[src/hdl/drrip_pkg.sv]
`default_nettype none

package drrip_pkg;

    localparam int SETS_DEF           = 2048;
    localparam int WAYS_DEF           = 16;
    localparam int RRPV_WIDTH_DEF     = 2;
    localparam int SELECTOR_WIDTH_DEF = 10;
    localparam int BIMODAL_PERIOD_DEF = 32;

    localparam int SET_INDEX_W = 11;
    localparam int WAY_INDEX_W = 4;
    localparam int VICTIM_W    = 4;
    localparam int SEL_OUT_W   = 10;

    // Set dueling: the low bits of the set index pick the sample group.
    localparam int DUEL_W          = 6;
    localparam int SRRIP_GROUP_END = 16;
    localparam int BRRIP_GROUP_END = 32;

    localparam logic ACT_VICTIM = 1'b0;
    localparam logic ACT_UPDATE = 1'b1;

    typedef struct packed {
        logic                   action;
        logic [SET_INDEX_W-1:0] set_index;
        logic [WAY_INDEX_W-1:0] way_index;
        logic                   is_hit;
    } t_req;

    typedef struct packed {
        logic [VICTIM_W-1:0]  victim_way;
        logic [SEL_OUT_W-1:0] selector_value;
    } t_rsp;

    typedef struct packed {
        logic clear_step;
        logic capture;
        logic commit;
    } t_cmd;

    typedef struct packed {
        logic clear_last;
    } t_sts;

endpackage

`default_nettype wire

[src/hdl/drrip_ctrl.sv]
`default_nettype none

module drrip_ctrl (
    input  wire                 i_clk,
    input  wire                 i_rst_n,
    input  wire                 i_in_valid,
    output logic                o_in_ready,
    output logic                o_out_valid,
    input  wire                 i_out_ready,
    input  wire  drrip_pkg::t_sts i_sts,
    output drrip_pkg::t_cmd     o_cmd
);

    typedef enum logic [2:0] {
        ST_CLEAR  = 3'b001,
        ST_IDLE   = 3'b010,
        ST_MODIFY = 3'b100
    } t_state;

    t_state r_state, n_state;
    logic   r_out_valid, n_out_valid;

    always_comb begin
        o_cmd.clear_step = (r_state == ST_CLEAR);
        o_cmd.capture    = (r_state == ST_IDLE) && i_in_valid;
        o_cmd.commit     = (r_state == ST_MODIFY) && (!r_out_valid || i_out_ready);
    end

    always_comb begin
        n_state = r_state;
        unique case (r_state)
            ST_CLEAR: begin
                if (i_sts.clear_last) begin
                    n_state = ST_IDLE;
                end
            end
            ST_IDLE: begin
                if (i_in_valid) begin
                    n_state = ST_MODIFY;
                end
            end
            ST_MODIFY: begin
                if (o_cmd.commit) begin
                    n_state = ST_IDLE;
                end
            end
            default: begin
                n_state = ST_CLEAR;
            end
        endcase
    end

    always_comb begin
        if (o_cmd.commit) begin
            n_out_valid = 1'b1;
        end else if (i_out_ready) begin
            n_out_valid = 1'b0;
        end else begin
            n_out_valid = r_out_valid;
        end
    end

    always_ff @(posedge i_clk) begin
        if (!i_rst_n) begin
            r_state     <= ST_CLEAR;
            r_out_valid <= 1'b0;
        end else begin
            r_state     <= n_state;
            r_out_valid <= n_out_valid;
        end
    end

    assign o_in_ready  = (r_state == ST_IDLE);
    assign o_out_valid = r_out_valid;

    a_commit_gives_beat: assert property (@(posedge i_clk) disable iff (!i_rst_n)
        o_cmd.commit |=> r_out_valid)
        else $error("Committed request did not raise the result beat.");

    a_capture_then_modify: assert property (@(posedge i_clk) disable iff (!i_rst_n)
        o_cmd.capture |=> (r_state == ST_MODIFY) && !o_in_ready)
        else $error("Captured request did not move to the modify step.");

    a_modify_holds: assert property (@(posedge i_clk) disable iff (!i_rst_n)
        (r_state == ST_MODIFY) && !o_cmd.commit |=> (r_state == ST_MODIFY))
        else $error("Stalled request left the modify step without committing.");

    a_no_beat_in_clear: assert property (@(posedge i_clk) disable iff (!i_rst_n)
        (r_state == ST_CLEAR) |-> !r_out_valid)
        else $error("Result beat offered during the clearing pass.");

endmodule

`default_nettype wire

[config.mk]
export PLATFORM = sky130hd
export DESIGN_NAME = drrip_ctrl
export DESIGN_NICKNAME = d
export VERILOG_FILES = /design/src/hdl/drrip_pkg.sv /design/src/hdl/drrip_ctrl.sv
export SDC_FILE = /design/constraint.sdc
export NUM_CORES = 1
export LEC_CHECK = 0
export ABC_AREA = 1
export ABC_CLOCK_PERIOD_IN_PS = 1100
export BUFFER_PORTS_ARGS = -buffer_cell sky130_fd_sc_hd__clkbuf_2
export CORE_AREA = 10 10 47 49
export CTS_BUF_LIST = sky130_fd_sc_hd__clkbuf_8
export DETAILED_ROUTE_END_ITERATION = 8
export DIE_AREA = 0 0 57 59
export SYNTH_ARGS = -nofsm -noshare
export SYNTH_HDL_FRONTEND = slang
export SYNTH_SLANG_ARGS = --single-unit
[constraint.sdc]
create_clock -name i_clk -period 1.1 [get_ports i_clk]
set_clock_uncertainty 0.05 [all_clocks]
set_input_delay 0.165 -clock i_clk [delete_from_list [all_inputs] [get_ports i_clk]]
set_output_delay 0.165 -clock i_clk [all_outputs]
set_load 0.005 [all_outputs]
==> out/qor.csv <==
metric,value,unit
via count,281,
core area,1400,um^2
dpl hpwl,471,um
Max Root-Sink Buffers,2,
Slew HR,90.2,%
CTS Root Cell,clkbuf_8,
clock network fraction of total power,45.7,%
mean post-synth cell area,7.20,um^2
Yosys cell types,14,
CP cell instances,"nor2_4, nand2_4, nor2_4, clkbuf_2",
hold depth,2,
cell area after synthesis,238,um^2
CP max FO,4,
hold_sp,i_rst_n,
Place WS,0.109,ns
DR DRC count,0,
Crit path depth,4,
clk_lat worst skew,0.21,ns
Final Hold Fails,0,
critical path type,flop to primary output,
status,"complete, but fails checks",
CP startpoint,r_state[1],
CP Capture Type,primary output,
Initial DRC Count,4,
setup ws final,-0.0785,ns
diode count,0,
CTS sink count,4,
Syn Inst Count,33,
multi-input combinational cell area,144,um^2
Critical path buffers and inverters,1,
fraction of layout cells with a size suffix above 1,68.5,%
r2r worst-path depth,7,
max incr delay on CP,0.33,ns
Synth warnings,0,
setup TNS,-0.295,ns
max-cap viol count,0,
critical path's slowest cell,dfxtp_2,
largest net degree at the start of global routing,5,
PD cells,1510,nW/um^2
Worst path most repeated cell,nor2_4,
Worst Max-Slew Pin Slew,0.147,ns
critical path startpoint category,flop,
sequential group share of total power,27.8,%
vias in the first global route,266,
Placement Rows,14,
Hold Crit Class,input port to flop,
Comb power frac,26.5,%
Via density,4.01,
unrepaired setup endpoints after global routing,true,
Tcrit/Tclk final,107,%
Starting Density,17.0,%
Syn Nets,38,
internal power,0.000489,W
CTS tree,built,
die area,3360,um^2
family with the most delay on the worst path,flip-flops,
Yosys reg bits,4,
data arrival time of the critical path,0.96,ns
fmax,0.849,GHz
switching part of the total,27.1,%
I/O pin count,10,
Slew Limit Fails,0,
synth-to-layout area growth,86.8,%
leakage,0.242,nW
final setup vio count,6,
CTS Buf Count,3,
first drt pass iteration count,5,
final net count,61,
RePlAce Congestion,0.650,
"Hold-fix buffers, CTS",0,
peak supply drop,0.676,mV
"Seq/Total Area, Yosys",33.7,%
filler cell count in the final layout,156,
violated checks,setup timing,
antenna violations before repair,0,
DR WL/cell,10.8,um
DIE WIDTH,57,um
Routed Antenna Nets,0,
reg2reg start,r_state[1],
net switching power,0.000182,W
Port-buffer cells,9,
CP required,0.88,ns
"wirelength, routed",756,um
Congestion Overflow GR,0,
H-tree levels,1,
"Min Clock Period, post-route",1.18,ns
register area,86.3,um^2
GRT Util Overall,4.32,%
first-pass GRT wire length,1.04,mm
"CTS clk-pin slew, worst paths",0.03,ns
Die Span Y,59,um
-- logic make-up after synthesis --
logic type	Yosys count	share of synthesized area, %
AOI/OAI and AO/OA	1	2.10
buffers and inverters	9	15.8
and+or+nand+nor	19	48.4
DFF	4	33.7
-- cells in the final DEF (no fill, tap or decap), drive strengths merged --
cell type   n
nand3b      1
buf        12
dfxtp       4
nand2       2
nor2        9
inv         8
clkbuf     10
nand4       1
nand3       6
a21oi       1
-- worst paths after layout --
check                                   to  slack (ns)
worst min register to register  r_state[2]        0.50
worst min-delay path            r_state[0]        0.12
worst max register to register  r_state[1]       -0.04
worst max-delay path              o_cmd[0]       -0.08
-- synthesized netlist by cell type --
cell type	number	area (um^2)
inv_1	7	26.3
nand3_1	5	25.0
dfxtp_1	4	80.1
nor2_1	4	15.0
nor2_2	3	18.8
nor2_4	2	22.5
a21oi_1	1	5.00
buf_4	1	7.51
inv_2	1	3.75
nand2_1	1	3.75
nand2_2	1	6.26
nand3_2	1	10.0
nand3b_1	1	7.51
nand4_1	1	6.26
-- final cells by class --
type	instances	area share, %
well taps	16	4.51
repair buffers	19	27.0
clock buffers	3	9.30
flip-flops and latches	4	19.4
inverters	8	7.32
multi-input cells	20	32.4
-- repair_timing --
item                                    4_1_cts  5_1_grt
endpoints found under the setup margin        4        6
endpoints found under the hold margin         0        0
gates resized for setup                       5        8
setup buffers                                 9        1
cloned                                        0        0
pin swaps                                     4        1
-- sequential cells by signal, summed over array words and instances, names as in the netlist --
signal and flops:
r_state 3, o_out_valid 1
-- power groups by stage --
stage / Combinational [W] / Sequential, W / Clock [W]
finish: 0.000177 / 0.000187 / 0.000307
global route: 0.000198 / 0.000188 / 0.000329
CTS: 0.000163 / 0.000182 / 0.000313
detailed placement: 0.000113 / 0.000182 / 0
global placement: 0.000111 / 0.000181 / 0
floorplan: 0.0000749 / 0.000179 / 0
-- worst register-to-register path, cell delays in order, from the launching register on --
cell and delay (ns):
dfxtp_2 0.33, nor2_4 0.14, buf_4 0.12, buf_4 0.09
buf_4 0.10, nand3_2 0.10, nand3_2 0.07, nor2_1 0.03
-- metal layers --
| layer | global-route usage, % | vias up | wire (um) |
|---|---|---|---|
| li1 | - | 144 | - |
| met2 | 7.29 | 10 | 404 |
| met5 | 0 | - | 0 |
| met3 | 2.79 | 2 | 64 |
| met1 | 2.96 | 125 | 265 |
| met4 | 5.03 | 0 | 22 |
-- per-stage QoR --
stage	cells	hold slack, ns	utilization (%)	power [W]	area, um^2
6_report	70	0.118	31.7	0.000670	444
2_1_floorplan	33	0.199	-	0.000254	238
5_1_grt	70	0.131	31.7	0.000716	444
4_1_cts	69	0.105	29.5	0.000657	413
3_5_place_dp	57	0.329	21.1	0.000295	295
3_3_place_gp	57	0.320	21.1	0.000292	295
(Power assumes the default switching activity.)
